`config.mk`:
```
export PLATFORM = sky130hd
export DESIGN_NAME = debounced_pulse_rate_meter
export DESIGN_NICKNAME = d
export VERILOG_FILES = /design/src/dprm_pkg.sv /design/src/debounced_pulse_rate_meter.sv /design/src/dprm_front.sv /design/src/dprm_div.sv /design/src/dprm_back.sv
export SDC_FILE = /design/constraint.sdc
export NUM_CORES = 2
export LEC_CHECK = 0
export BUFFER_PORTS_ARGS = -buffer_cell sky130_fd_sc_hd__buf_2
export CORE_MARGIN = 4
export CORE_UTILIZATION = 25
export DETAILED_ROUTE_END_ITERATION = 8
export SYNTH_ARGS = -nofsm -noshare
export SYNTH_HDL_FRONTEND = slang
export SYNTH_SLANG_ARGS = --single-unit
```
`constraint.sdc`:
```
create_clock -name i_clk -period 8.5 [get_ports i_clk]
set_clock_uncertainty 0.1 [all_clocks]
set_input_delay 0.425 -clock i_clk [delete_from_list [all_inputs] [get_ports i_clk]]
set_output_delay 0.425 -clock i_clk [all_outputs]
set_load 0.03 [all_outputs]
```
`src/dprm_pkg.sv`:
```
package dprm_pkg;

    localparam int unsigned TIME_W    = 32;
    localparam int unsigned BOUNCE_W  = 16;
    localparam int unsigned CFG_W     = 32;
    localparam int unsigned CFG_IDX_W = 2;
    localparam int unsigned FRAC_W    = 16;

    // milliseconds per second, the rate scale
    localparam int unsigned SCALE_W = 10;
    localparam logic [SCALE_W-1:0] MS_PER_S = 10'd1000;

    localparam int unsigned PROD_W = 2 * TIME_W;
    localparam int unsigned A_W    = TIME_W + SCALE_W;
    localparam int unsigned NUM_W  = A_W + TIME_W;

    localparam int unsigned DIV_CNT_W = $clog2(TIME_W + 1);

    localparam logic [TIME_W-1:0] MAX32 = '1;

    localparam logic [BOUNCE_W-1:0] BOUNCE_RST   = 16'd50;
    localparam logic [TIME_W-1:0]   INTERVAL_RST = 32'd1000;
    localparam logic [TIME_W-1:0]   MULT_RST     = 32'd65536;

    localparam int unsigned QDEPTH = 2;
    localparam int unsigned QPTR_W = (QDEPTH > 1) ? $clog2(QDEPTH) : 1;
    localparam int unsigned QCNT_W = $clog2(QDEPTH + 1);

    typedef enum logic [CFG_IDX_W-1:0] {
        CFG_BOUNCE   = 2'd0,
        CFG_INTERVAL = 2'd1,
        CFG_MULT     = 2'd2
    } t_cfg_idx;

    typedef struct packed {
        logic [TIME_W-1:0] now_ms;
        logic              rise;
        logic              fold;
        logic              report;
    } t_in_item;

    typedef struct packed {
        logic [TIME_W-1:0] average_rate;
        logic [TIME_W-1:0] peak_rate;
        logic              empty_report;
    } t_out_item;

    typedef struct packed {
        logic     valid;
        t_in_item item;
    } t_queue_head;

    typedef struct packed {
        logic                 we;
        logic [CFG_IDX_W-1:0] idx;
        logic [CFG_W-1:0]     data;
    } t_cfg_wr;

endpackage

```
`src/debounced_pulse_rate_meter.sv`:
```
// Debounced pulse rate meter: each input transaction carries a millisecond
// timestamp and rise, fold and report flags, handled in that order; only a
// report returns a result (average and peak rate per second, scaled by the
// multiplier register, unsigned Q16.16, saturating), and the first report
// after reset only opens the window and comes back flagged as empty. A
// two-entry queue takes transactions while the back end works on one at a
// time; a result may wait on the output stall before the next is taken. A
// fold that divides uses the shared 32-step restoring divider, and a report
// that computes rates uses it twice, after the 32x32 multiplier builds each
// 74-bit dividend in three passes. Transactions with no flag set are dropped
// at the queue.
// Configuration may be written only while the block is idle.
module debounced_pulse_rate_meter (
    input  logic                             i_clk,
    input  logic                             i_rst_n,
    input  logic                             i_in_valid,
    input  dprm_pkg::t_in_item               i_in_data,
    output logic                             o_in_stall,
    output logic                             o_out_valid,
    output dprm_pkg::t_out_item              o_out_data,
    input  logic                             i_out_stall,
    input  logic                             i_cfg_we,
    input  logic [dprm_pkg::CFG_IDX_W-1:0]   i_cfg_idx,
    input  logic [dprm_pkg::CFG_W-1:0]       i_cfg_data
);

    dprm_pkg::t_queue_head w_head;
    dprm_pkg::t_cfg_wr     w_cfg;
    logic                  w_pop;

    assign w_cfg.we   = i_cfg_we;
    assign w_cfg.idx  = i_cfg_idx;
    assign w_cfg.data = i_cfg_data;

    dprm_front u_front (
        .i_clk      (i_clk),
        .i_rst_n    (i_rst_n),
        .i_in_valid (i_in_valid),
        .i_in_data  (i_in_data),
        .o_in_stall (o_in_stall),
        .i_pop      (w_pop),
        .o_head     (w_head)
    );

    dprm_back u_back (
        .i_clk       (i_clk),
        .i_rst_n     (i_rst_n),
        .i_cfg       (w_cfg),
        .i_head      (w_head),
        .o_pop       (w_pop),
        .o_out_valid (o_out_valid),
        .o_out_data  (o_out_data),
        .i_out_stall (i_out_stall)
    );

endmodule

```
`src/dprm_front.sv`:
```
module dprm_front (
    input  logic                  i_clk,
    input  logic                  i_rst_n,
    input  logic                  i_in_valid,
    input  dprm_pkg::t_in_item    i_in_data,
    output logic                  o_in_stall,
    input  logic                  i_pop,
    output dprm_pkg::t_queue_head o_head
);

    dprm_pkg::t_in_item r_mem [dprm_pkg::QDEPTH];

    logic [dprm_pkg::QPTR_W-1:0] r_wp;
    logic [dprm_pkg::QPTR_W-1:0] r_rp;
    logic [dprm_pkg::QCNT_W-1:0] r_cnt;

    logic w_accept;
    logic w_push;
    logic w_pop;

    function automatic logic [dprm_pkg::QPTR_W-1:0] ptr_next(
        input logic [dprm_pkg::QPTR_W-1:0] p
    );
        if (p == dprm_pkg::QPTR_W'(dprm_pkg::QDEPTH - 1)) begin
            return '0;
        end
        return p + 1'b1;
    endfunction

    assign o_in_stall = (r_cnt == dprm_pkg::QCNT_W'(dprm_pkg::QDEPTH));
    assign w_accept   = i_in_valid && !o_in_stall;
    // a transaction with no flag set has no effect and is dropped here
    assign w_push     = w_accept && (i_in_data.rise || i_in_data.fold || i_in_data.report);
    assign w_pop      = i_pop && (r_cnt != '0);

    assign o_head.valid = (r_cnt != '0);
    assign o_head.item  = r_mem[r_rp];

    always_ff @(posedge i_clk) begin
        if (!i_rst_n) begin
            r_wp  <= '0;
            r_rp  <= '0;
            r_cnt <= '0;
        end else begin
            if (w_push) begin
                r_mem[r_wp] <= i_in_data;
                r_wp        <= ptr_next(r_wp);
            end
            if (w_pop) begin
                r_rp <= ptr_next(r_rp);
            end
            if (w_push && !w_pop) begin
                r_cnt <= r_cnt + 1'b1;
            end else if (!w_push && w_pop) begin
                r_cnt <= r_cnt - 1'b1;
            end
        end
    end

endmodule

```
`src/dprm_div.sv`:
```
module dprm_div (
    input  logic                        i_clk,
    input  logic                        i_rst_n,
    input  logic                        i_start,
    input  logic [dprm_pkg::NUM_W-1:0]  i_num,
    input  logic [dprm_pkg::TIME_W-1:0] i_den,
    output logic                        o_done,
    output logic [dprm_pkg::TIME_W-1:0] o_quo
);

    localparam int unsigned TW = dprm_pkg::TIME_W;
    localparam int unsigned NW = dprm_pkg::NUM_W;

    logic                           r_busy;
    logic                           r_done;
    logic [dprm_pkg::DIV_CNT_W-1:0] r_cnt;
    logic [TW-1:0]                  r_rem;
    logic [TW-1:0]                  r_low;
    logic [TW-1:0]                  r_quo;
    logic [TW-1:0]                  r_den;

    logic [TW:0] w_trial;
    logic [TW:0] w_diff;
    logic        w_fits;
    logic        w_sat;

    assign w_trial = {r_rem, r_low[TW-1]};
    assign w_diff  = w_trial - {1'b0, r_den};
    assign w_fits  = (w_trial >= {1'b0, r_den});
    // quotient overflows 32 bits exactly when the upper part reaches the divisor
    assign w_sat   = (i_num[NW-1:TW] >= {{(NW - 2 * TW){1'b0}}, i_den});

    assign o_done = r_done;
    assign o_quo  = r_quo;

    always_ff @(posedge i_clk) begin
        if (!i_rst_n) begin
            r_busy <= 1'b0;
            r_done <= 1'b0;
            r_cnt  <= '0;
        end else begin
            r_done <= 1'b0;
            if (i_start) begin
                if (w_sat) begin
                    r_quo  <= dprm_pkg::MAX32;
                    r_done <= 1'b1;
                    r_busy <= 1'b0;
                end else begin
                    r_busy <= 1'b1;
                    r_cnt  <= dprm_pkg::DIV_CNT_W'(TW);
                    r_rem  <= i_num[2*TW-1:TW];
                    r_low  <= i_num[TW-1:0];
                    r_den  <= i_den;
                end
            end else if (r_busy) begin
                r_rem <= w_fits ? w_diff[TW-1:0] : w_trial[TW-1:0];
                r_low <= {r_low[TW-2:0], 1'b0};
                r_quo <= {r_quo[TW-2:0], w_fits};
                r_cnt <= r_cnt - 1'b1;
                if (r_cnt == dprm_pkg::DIV_CNT_W'(1)) begin
                    r_busy <= 1'b0;
                    r_done <= 1'b1;
                end
            end
        end
    end

endmodule

```
`src/dprm_back.sv`:
```
module dprm_back (
    input  logic                  i_clk,
    input  logic                  i_rst_n,
    input  dprm_pkg::t_cfg_wr     i_cfg,
    input  dprm_pkg::t_queue_head i_head,
    output logic                  o_pop,
    output logic                  o_out_valid,
    output dprm_pkg::t_out_item   o_out_data,
    input  logic                  i_out_stall
);

    localparam int unsigned TW = dprm_pkg::TIME_W;
    localparam int unsigned AW = dprm_pkg::A_W;
    localparam int unsigned PW = dprm_pkg::PROD_W;
    localparam int unsigned NW = dprm_pkg::NUM_W;
    localparam int unsigned FW = dprm_pkg::FRAC_W;

    typedef enum logic [3:0] {
        S_IDLE,
        S_EDGE,
        S_FOLD,
        S_FOLD_WAIT,
        S_FOLD_UPD,
        S_REP,
        S_MUL0,
        S_MUL1,
        S_MUL2,
        S_MUL3,
        S_DIV,
        S_DIV_WAIT,
        S_EMIT
    } t_state;

    t_state r_state;

    logic [dprm_pkg::BOUNCE_W-1:0] r_bounce;
    logic [TW-1:0]                 r_interval;
    logic [TW-1:0]                 r_mult;

    logic [TW-1:0] r_last;
    logic [TW-1:0] r_pend;
    logic [TW-1:0] r_sg;
    logic [TW-1:0] r_wc;
    logic [TW-1:0] r_peak;
    logic [TW-1:0] r_ws;
    logic          r_started;

    dprm_pkg::t_in_item  r_item;
    dprm_pkg::t_out_item r_res;
    dprm_pkg::t_out_item r_out;
    logic                r_out_valid;

    logic [TW-1:0] r_ratio;
    logic [TW-1:0] r_elapsed;
    logic          r_pk_phase;
    logic [AW-1:0] r_a;
    logic [PW-1:0] r_pl;
    logic [AW-1:0] r_ph;
    logic [NW-1:0] r_prod;

    logic [TW-1:0] w_gap;
    logic          w_edge_ok;
    logic [TW-1:0] w_sg_min;
    logic [TW-1:0] w_sg_new;
    logic [TW:0]   w_sum;
    logic [TW-1:0] w_wc_new;
    logic [TW-1:0] w_elapsed;
    logic          w_fold_div;
    logic          w_out_free;

    logic [TW-1:0] w_mul_a;
    logic [TW-1:0] w_mul_b;
    logic [PW-1:0] w_mul_p;

    logic          w_div_start;
    logic [NW-1:0] w_div_num;
    logic [TW-1:0] w_div_den;
    logic          w_div_done;
    logic [TW-1:0] w_div_quo;

    assign w_gap     = r_item.now_ms - r_last;
    assign w_edge_ok = (w_gap > {{(TW - dprm_pkg::BOUNCE_W){1'b0}}, r_bounce});
    assign w_sg_min  = (w_gap < r_sg) ? w_gap : r_sg;
    assign w_sg_new  = (w_sg_min == '0) ? TW'(1) : w_sg_min;
    assign w_sum     = {1'b0, r_wc} + {1'b0, r_pend};
    assign w_wc_new  = w_sum[TW] ? dprm_pkg::MAX32 : w_sum[TW-1:0];
    assign w_elapsed = r_item.now_ms - r_ws;
    assign w_fold_div = (r_pend != '0) && (r_sg != r_interval);
    assign w_out_free = !r_out_valid || !i_out_stall;

    assign o_pop       = (r_state == S_IDLE) && i_head.valid;
    assign o_out_valid = r_out_valid;
    assign o_out_data  = r_out;

    // one shared 32x32 multiplier, the wide product is built from two partials
    always_comb begin
        w_mul_a = '0;
        w_mul_b = '0;
        unique case (r_state)
            S_MUL0: begin
                w_mul_a = r_pk_phase ? r_peak : r_wc;
                w_mul_b = {{(TW - dprm_pkg::SCALE_W){1'b0}}, dprm_pkg::MS_PER_S};
            end
            S_MUL1: begin
                w_mul_a = r_a[TW-1:0];
                w_mul_b = r_mult;
            end
            S_MUL2: begin
                w_mul_a = {{(TW - (AW - TW)){1'b0}}, r_a[AW-1:TW]};
                w_mul_b = r_mult;
            end
            default: begin
                w_mul_a = '0;
                w_mul_b = '0;
            end
        endcase
    end

    assign w_mul_p = w_mul_a * w_mul_b;

    always_comb begin
        w_div_start = 1'b0;
        w_div_num   = r_prod;
        w_div_den   = r_elapsed;
        if (r_state == S_FOLD) begin
            w_div_start = w_fold_div;
            w_div_num   = {{(NW - TW - FW){1'b0}}, r_interval, {FW{1'b0}}};
            w_div_den   = (r_sg == '0) ? TW'(1) : r_sg;
        end else if (r_state == S_DIV) begin
            w_div_start = 1'b1;
            // peak ratio is Q16.16, drop its fraction after scaling
            w_div_num   = r_pk_phase ? (r_prod >> FW) : r_prod;
        end
    end

    dprm_div u_div (
        .i_clk   (i_clk),
        .i_rst_n (i_rst_n),
        .i_start (w_div_start),
        .i_num   (w_div_num),
        .i_den   (w_div_den),
        .o_done  (w_div_done),
        .o_quo   (w_div_quo)
    );

    always_ff @(posedge i_clk) begin
        if (!i_rst_n) begin
            r_state     <= S_IDLE;
            r_bounce    <= dprm_pkg::BOUNCE_RST;
            r_interval  <= dprm_pkg::INTERVAL_RST;
            r_mult      <= dprm_pkg::MULT_RST;
            r_last      <= '0;
            r_pend      <= '0;
            r_sg        <= dprm_pkg::INTERVAL_RST;
            r_wc        <= '0;
            r_peak      <= '0;
            r_ws        <= '0;
            r_started   <= 1'b0;
            r_out_valid <= 1'b0;
            r_pk_phase  <= 1'b0;
        end else begin
            if (i_cfg.we) begin
                unique case (i_cfg.idx)
                    dprm_pkg::CFG_BOUNCE:   r_bounce   <= i_cfg.data[dprm_pkg::BOUNCE_W-1:0];
                    dprm_pkg::CFG_INTERVAL: r_interval <= i_cfg.data[TW-1:0];
                    dprm_pkg::CFG_MULT:     r_mult     <= i_cfg.data[TW-1:0];
                    default: ;
                endcase
            end

            if (r_out_valid && !i_out_stall) begin
                r_out_valid <= 1'b0;
            end

            unique case (r_state)
                S_IDLE: begin
                    if (i_head.valid) begin
                        r_item  <= i_head.item;
                        r_state <= S_EDGE;
                    end
                end
                S_EDGE: begin
                    if (r_item.rise && w_edge_ok) begin
                        if (r_pend != dprm_pkg::MAX32) begin
                            r_pend <= r_pend + 1'b1;
                        end
                        r_sg   <= w_sg_new;
                        r_last <= r_item.now_ms;
                    end
                    if (r_item.fold) begin
                        r_state <= S_FOLD;
                    end else if (r_item.report) begin
                        r_state <= S_REP;
                    end else begin
                        r_state <= S_IDLE;
                    end
                end
                S_FOLD: begin
                    if (r_pend == '0) begin
                        r_state <= r_item.report ? S_REP : S_IDLE;
                    end else if (!w_fold_div) begin
                        // shortest gap never moved off the interval
                        r_ratio <= '0;
                        r_state <= S_FOLD_UPD;
                    end else begin
                        r_state <= S_FOLD_WAIT;
                    end
                end
                S_FOLD_WAIT: begin
                    if (w_div_done) begin
                        r_ratio <= w_div_quo;
                        r_state <= S_FOLD_UPD;
                    end
                end
                S_FOLD_UPD: begin
                    r_wc <= w_wc_new;
                    if (r_ratio > r_peak) begin
                        r_peak <= r_ratio;
                    end
                    r_sg    <= r_interval;
                    r_pend  <= '0;
                    r_state <= r_item.report ? S_REP : S_IDLE;
                end
                S_REP: begin
                    if (!r_started) begin
                        // first report only opens the window, peak is kept
                        r_started <= 1'b1;
                        r_ws      <= r_item.now_ms;
                        r_wc      <= '0;
                        r_res     <= '{average_rate: '0, peak_rate: '0, empty_report: 1'b1};
                        r_state   <= S_EMIT;
                    end else if (w_elapsed == '0) begin
                        r_res   <= '{average_rate: dprm_pkg::MAX32,
                                     peak_rate: dprm_pkg::MAX32,
                                     empty_report: 1'b0};
                        r_wc    <= '0;
                        r_peak  <= '0;
                        r_ws    <= r_item.now_ms;
                        r_state <= S_EMIT;
                    end else begin
                        r_elapsed  <= w_elapsed;
                        r_pk_phase <= 1'b0;
                        r_state    <= S_MUL0;
                    end
                end
                S_MUL0: begin
                    r_a     <= w_mul_p[AW-1:0];
                    r_state <= S_MUL1;
                end
                S_MUL1: begin
                    r_pl    <= w_mul_p;
                    r_state <= S_MUL2;
                end
                S_MUL2: begin
                    r_ph    <= w_mul_p[AW-1:0];
                    r_state <= S_MUL3;
                end
                S_MUL3: begin
                    r_prod  <= {{{(AW - TW){1'b0}}, r_pl[PW-1:TW]} + r_ph, r_pl[TW-1:0]};
                    r_state <= S_DIV;
                end
                S_DIV: begin
                    r_state <= S_DIV_WAIT;
                end
                S_DIV_WAIT: begin
                    if (w_div_done) begin
                        if (!r_pk_phase) begin
                            r_res.average_rate <= w_div_quo;
                            r_pk_phase         <= 1'b1;
                            r_state            <= S_MUL0;
                        end else begin
                            r_res.peak_rate    <= w_div_quo;
                            r_res.empty_report <= 1'b0;
                            r_wc               <= '0;
                            r_peak             <= '0;
                            r_ws               <= r_item.now_ms;
                            r_state            <= S_EMIT;
                        end
                    end
                end
                S_EMIT: begin
                    if (w_out_free) begin
                        r_out       <= r_res;
                        r_out_valid <= 1'b1;
                        r_state     <= S_IDLE;
                    end
                end
                default: begin
                    r_state <= S_IDLE;
                end
            endcase
        end
    end

endmodule

```
== After elaboration in Yosys (flattened, before gate mapping) ==
Memories as Yosys holds them, arrays and structs flattened. A register that Yosys moved wholly into a read port is not among the register bits.
Cells that the tools add are included.

* Bits in registers: 835
* RAM bits: 70
* Output and inout bits: 67
* Logic and storage cells: 243
* Memories: 1

* $add $sub $neg: 11
* $mul: 1
* Order comparisons: 5
* Eq/ne operators: 35
* Muxes and demuxes: 96
* Bitwise logic cells: 2
* Reductions and logical operators: 57

{| class="wikitable"
|+ Memory list
! memory !! depth !! width !! read ports !! clocked after Yosys merged registers in !! write ports !! RTL line !! RTL
|-
| u_front.r_mem || 2 || 35 || 1 || 1 || 1 || dprm_front.sv:11 || <nowiki>dprm_pkg::t_in_item r_mem [dprm_pkg::QDEPTH];</nowiki>
|}

{| class="wikitable"
|+ Operators by type and width
! operator !! number
|-
| 2-to-1 mux 32 bit || 33
|-
| case mux 32 bit (2 select lines) || 5
|-
| case mux 32 bit (3 select lines) || 3
|-
| 2-to-1 mux 74 bit || 3
|-
| 2-to-1 mux 65 bit || 3
|-
| case mux 65 bit (2 select lines) || 1
|-
| logical NOT 32 bit || 4
|-
| subtractor 32 bit || 3
|-
| multiplier 32 x 32 -> 64 bit || 1
|-
| case mux 4 bit (13 select lines) || 1
|-
| adder 32 x 42 -> 42 bit || 1
|-
| greater-or-equal comparator 42 x 32 -> 1 bit || 1
|-
| 2-to-1 mux 4 bit || 9
|-
| adder 32 x 32 -> 33 bit || 1
|-
| greater-or-equal comparator 33 x 32 -> 1 bit || 1
|-
| 2-to-1 mux 33 bit || 1
|-
| adder 32 x 1 -> 32 bit, second input constant || 1
|-
| > comparator 32 x 16 -> 1 bit || 1
|-
| > comparator 32 bit || 1
|-
| less-than comparator 32 bit || 1
|-
| inequality test 32 bit || 1
|-
| inequality test 32 bit, second input constant || 1
|-
| nonzero test 32 bit || 1
|-
| 2-to-1 mux 1 bit || 29
|-
| 32 further kinds || 100
|}

== Depth between registers and ports, before layout ==
* Depth after elaboration: 8
* Mapped depth: 38

== By module ==
Synthesis repeated with hierarchy kept, for this count alone.

* Cell total of the unflattened synthesis: 8,432
* Area total of the unflattened synthesis: 80,976.4 um^2

{| class="wikitable"
|+ By module, submodules not included
! module !! times used !! cells an instance !! area each (um^2)
|-
| dprm_back || 1 || 7,568 || 70,107.2
|-
| dprm_div || 1 || 730 || 8,099.0
|-
| dprm_front || 1 || 134 || 2,770.2
|}

== Worst setup path after synthesis ==
Ideal clock, no wire load.

* Path type: register to register
* From: register u_back.r_state[3]
* To: register u_back.r_pl[62], data pin
* Library setup time: 258 ps
* Data arrival time: 9,049 ps
* Data required time: 8,142 ps
* Setup slack: -907 ps
* Cell stages (with the launch flop): 35
* Buffers on the path: 4
* Clock period less this slack: 9,407 ps
* Cell sequence: dfxtp_1 -> clkbuf_1 -> nand2b_1 -> nor2_1 -> or2_2 -> clkbuf_1 -> clkbuf_1 -> a21oi_1 -> clkbuf_1 -> nor2_1 -> fa_1 -> fa_1 -> fa_1 -> inv_1 -> fa_1 -> inv_1 -> fa_1 -> inv_1 -> fa_1 -> inv_1 -> fa_1 -> fa_1 -> ha_1 -> a21oi_1 -> o21ai_0 -> a31o_2 -> o31a_1 -> a211o_1 -> a41oi_1 -> o31a_1 -> nand3_1 -> a31o_2 -> a41o_1 -> a21oi_1 -> xnor2_1

* Longest elaborated chain between the ends: 4
* Elaborated cells between the ends (all ways): 7
* Those cells by class: 1 x mul; 3 x eq/ne; 2 x mux; 1 x reduce/logical

{| class="wikitable"
|+ RTL lines
! element !! RTL line !! RTL
|-
| start: declaration || dprm_back.sv:34 || <nowiki>t_state r_state;</nowiki>
|-
| start signal: assignment || dprm_back.sv:200 || <nowiki>r_state <= r_item.report ? S_REP : S_IDLE;</nowiki>
|-
| start signal: assignment || dprm_back.sv:222 || <nowiki>r_state <= r_item.report ? S_REP : S_IDLE;</nowiki>
|-
| equality test 4 x 3 -> 1 bit / equality test 4 bit (equally long branches) || dprm_back.sv:99 || <nowiki>unique case (r_state)</nowiki>
|-
| OR reduction 2 bit (no source line) || n/a ||
|-
| case mux 32 bit (2 select lines) || dprm_back.sv:99 ||
|-
| multiplier 32 x 32 -> 64 bit (*) || dprm_back.sv:119 || <nowiki>assign w_mul_p = w_mul_a * w_mul_b;</nowiki>
|-
| via u_back.w_mul_p[62] || dprm_back.sv:73 || <nowiki>logic [PW-1:0] w_mul_p;</nowiki>
|-
| end signal: assignment || dprm_back.sv:251 || <nowiki>r_pl <= w_mul_p;</nowiki>
|-
| end: declaration || dprm_back.sv:57 || <nowiki>logic [PW-1:0] r_pl;</nowiki>
|}

Mark *: on every way through the listed nets, which the timed path passes. The rest lies on a longest branch.
A chain may end at the register's enable or synchronous reset.

== Final worst setup path ==
Ends and elaborated chain as after synthesis.

==> results.ini <==
[outcome]
status=complete, but fails checks
violations=negative setup slack

[routing]
wl_per_cell_um=19.8
viasPerCell=4.72
drc=0
ant_nets=0
routed_wl_um=264000
firstDrtPassIters=5
dr.first_iter.drc_count=5844
via_count=63100

[critical_path]
reg2reg_to=u_back.r_pl[62]
critical_path_required_ns=8.87
slowest_stage=fa_1
startpoint_type=flip-flop
r2r_slack_ns=-0.12
worstSetupPathType=reg2reg
max_stage_delay_ns=0.61
cp-end-kind=flip-flop
reg2reg_from=u_back.r_state[3]
cp_common_cell=fa_1
path_max_fanout=6
rr_worst_depth=32
arrival_ns=8.99

[grt]
grtUsageTotal=0.156
grt_overflow=0
grt_pass1_wl_um=395000
grt_pass1_vias=62200
antenna_found_initial=8
grt_max_degree=78

[clocking]
cts_buffer_depth=3
htreeDepth=3
cts_tree=yes
cts-root-buf=clkbuf_16
clk_latency_ns=0.74
cts_sinks=940
clkTransAtPathRegs_ns=0.06
cts_buffers=101

[synthesis]
synth_top_family_by_area=adder cells
async_reset_ff_frac=0
synth_top_cell_by_area=edfxtp_1
synthTopCellsByCount=1138 x nand2_1, 1112 x inv_1, 901 x fa_1
syn_nets=9805
synthTopCellsByArea=edfxtp_1 24%, fa_1 22%, ha_1 8.4%
synthAdderAreaFrac=0.309
synth_seq_cells=940
synth_seq_area_share=0.316
netlist_area_um2=80200
synth.distinct_cells=99
synth_edf_count=649
avgSynthCellArea_um2=9.67
yosys_most_used_dff=edfxtp_1
synth-compound-area-share=0.102
netlist.area_leader.share=0.243
synth-xor-area-share=0.0282
synth_most_common_cell=nand2_1
synth_simple_gate_area_frac=0.142
synthMuxAreaShare=0.0313
syn_inst=8293
yosys_warnings=0

[final_layout]
drive_above_1_share=0.156
regArea_um2=25300
nNetsFinal=10500
multi_input_area_um2=50500
fin_util=0.307
syn_to_final_growth_pct=22.1
nFillCells=33000

[floorplan]
fp.coreArea_um2=319000
die_w_um=574
initial_core_util=0.252
dieArea_um2=330000
pin_count=141
die_h_um=574
row_count=207

[job]
cap_violations=0

[place]
place_congestion=0.953
io_buffers=140
dp_slack_ns=-0.535
dp_hpwl_um=211000

[sta]
final-setup-viol-count=8
maxSlewHeadroom=0.213
worst_slack_ns=-0.121
rsz0062_at_grt=true
min_period_ns=8.62
fin_crit_sh=1.01
worst-slew-pin-transition_ns=1.18
hold_viol_final=0
finalMaxSlewViolations=0
max_freq_mhz=116

[hold_path]
hold_path_depth=4
hold_start=i_cfg_idx[0]
whs_endpoint=u_back.r_bounce[8]
hold_class=in2reg

[power]
vdd_drop_max_v=0.000155
switching_share=0.325
power.leakage_nw=42.0
clockPowerShare=0.350
power.internal_mw=8.94
p_sw_mw=4.30
pwr-share-seq=0.405
p_per_area_nw_per_um2=135
p_comb_frac=0.245

## worst max-delay path by stage
stage                      startpoint              end  slack (ns)  depth (start not counted)
global placement    u_back.r_pk_phase  u_back.r_pl[60]       -0.46                         29
detailed placement  u_back.r_pk_phase  u_back.r_pl[60]       -0.53                         29
finish              u_back.r_state[3]  u_back.r_pl[62]       -0.12                         32
global route        u_back.r_pk_phase  u_back.r_pl[60]       -0.39                         31
floorplan           u_back.r_state[3]  u_back.r_pl[57]       0.001                         32
CTS                 u_back.r_state[3]  u_back.r_pl[62]       -0.11                         35
## cell type report
type / count / share of cell area
clock buffer: 128 / 0.0278
antenna: 7 / 0.000179
clock inverter: 64 / 0.00802
timing repair buffer: 990 / 0.0926
tap: 4284 / 0.0547
inverter: 1112 / 0.0427
multi-input combinational: 5833 / 0.515
sequential: 940 / 0.259
## metal layers
layer / vias to the layer above / global-route usage / part of all wire
li1: 28800 / - / -
met1: 31500 / 0.225 / 0.45
met2: 2452 / 0.237 / 0.43
met3: 359 / 0.0289 / 0.087
met4: 6 / 0.0401 / 0.028
met5: - / 0 / 0.00013
## power by group through the flow
| stage | Sequential [mW] | Combinational [mW] | Clock (mW) |
|---|---|---|---|
| after floorplan | 5.31 | 2.23 | 0 |
| after global placement | 5.45 | 3.10 | 0 |
| after detailed placement | 5.46 | 3.12 | 0 |
| after CTS | 5.36 | 3.18 | 4.72 |
| after global routing | 5.38 | 3.56 | 4.91 |
| final | 5.37 | 3.24 | 4.64 |
## repair_timing
action | in CTS | in global routing
pin swaps | 33 | 55
gates cloned | 1 | 6
endpoints found under the setup margin | 53 | 58
resized for setup | 80 | 191
hold buffers | 69 | 0
setup buffers | 24 | 37
endpoints found under the hold margin | 179 | 0
## critical path: cells and delay by family (launching register included)
family                   cells  cell delay, ns
buffers and inverters        7            0.77
AND/OR/NAND/NOR              5            0.61
flip-flops                   1            0.39
AO/OA/AOI/OAI               10            2.14
XOR/XNOR                     1            0.07
adder cells (fa/ha/maj)      9            4.22
## cell usage in the layout (no fill, tap or decap), drive strengths merged, types with 94 or more instances in the layout
cell and instances:
nand2 1138, nand3 94, xnor2 153, nor2 863, inv 1118, clkbuf 134, buf 915, edfxtp 649
a21oi 410, dfxtp 291, xor2 104, fa 901, mux2i 210, a21o 171, o21ai 235, ha 537
## registers in the layout (all words and copies together) (netlist names), 35 cells and up
register and count:
u_back.r_pl 64, u_back.r_ph 42, u_back.o_out_data 65, u_back.r_res 65
u_back.r_item 35, u_back.r_prod 74, u_front.r_mem 70, u_back.r_a 42
## kinds of logic (layout without fill, tap and decap cells)
kind of cell    Yosys count  after routing
fa+ha+maj              1438           1438
other cells               0              7
flops                   940            940
simple gates           2635           2635
compound gates         1257           1257
mux                     246            246
xor+xnor                257            257
buf+inv                1520           2294
## metrics by stage
step	hold WS, ns	setup TNS (ns)	cells	power, mW	area, um2
floorplan	0.300	0	8293	7.55	80500
global placement	0.300	-7.23	13000	8.56	91800
detailed placement	0.305	-9.19	13000	8.58	91800
CTS	0.0445	-0.312	13300	13.3	96600
global route	0.102	-2.81	13400	13.9	97900
finish	0.0959	-0.408	13400	13.2	97900
(Power assumes the default switching activity.)
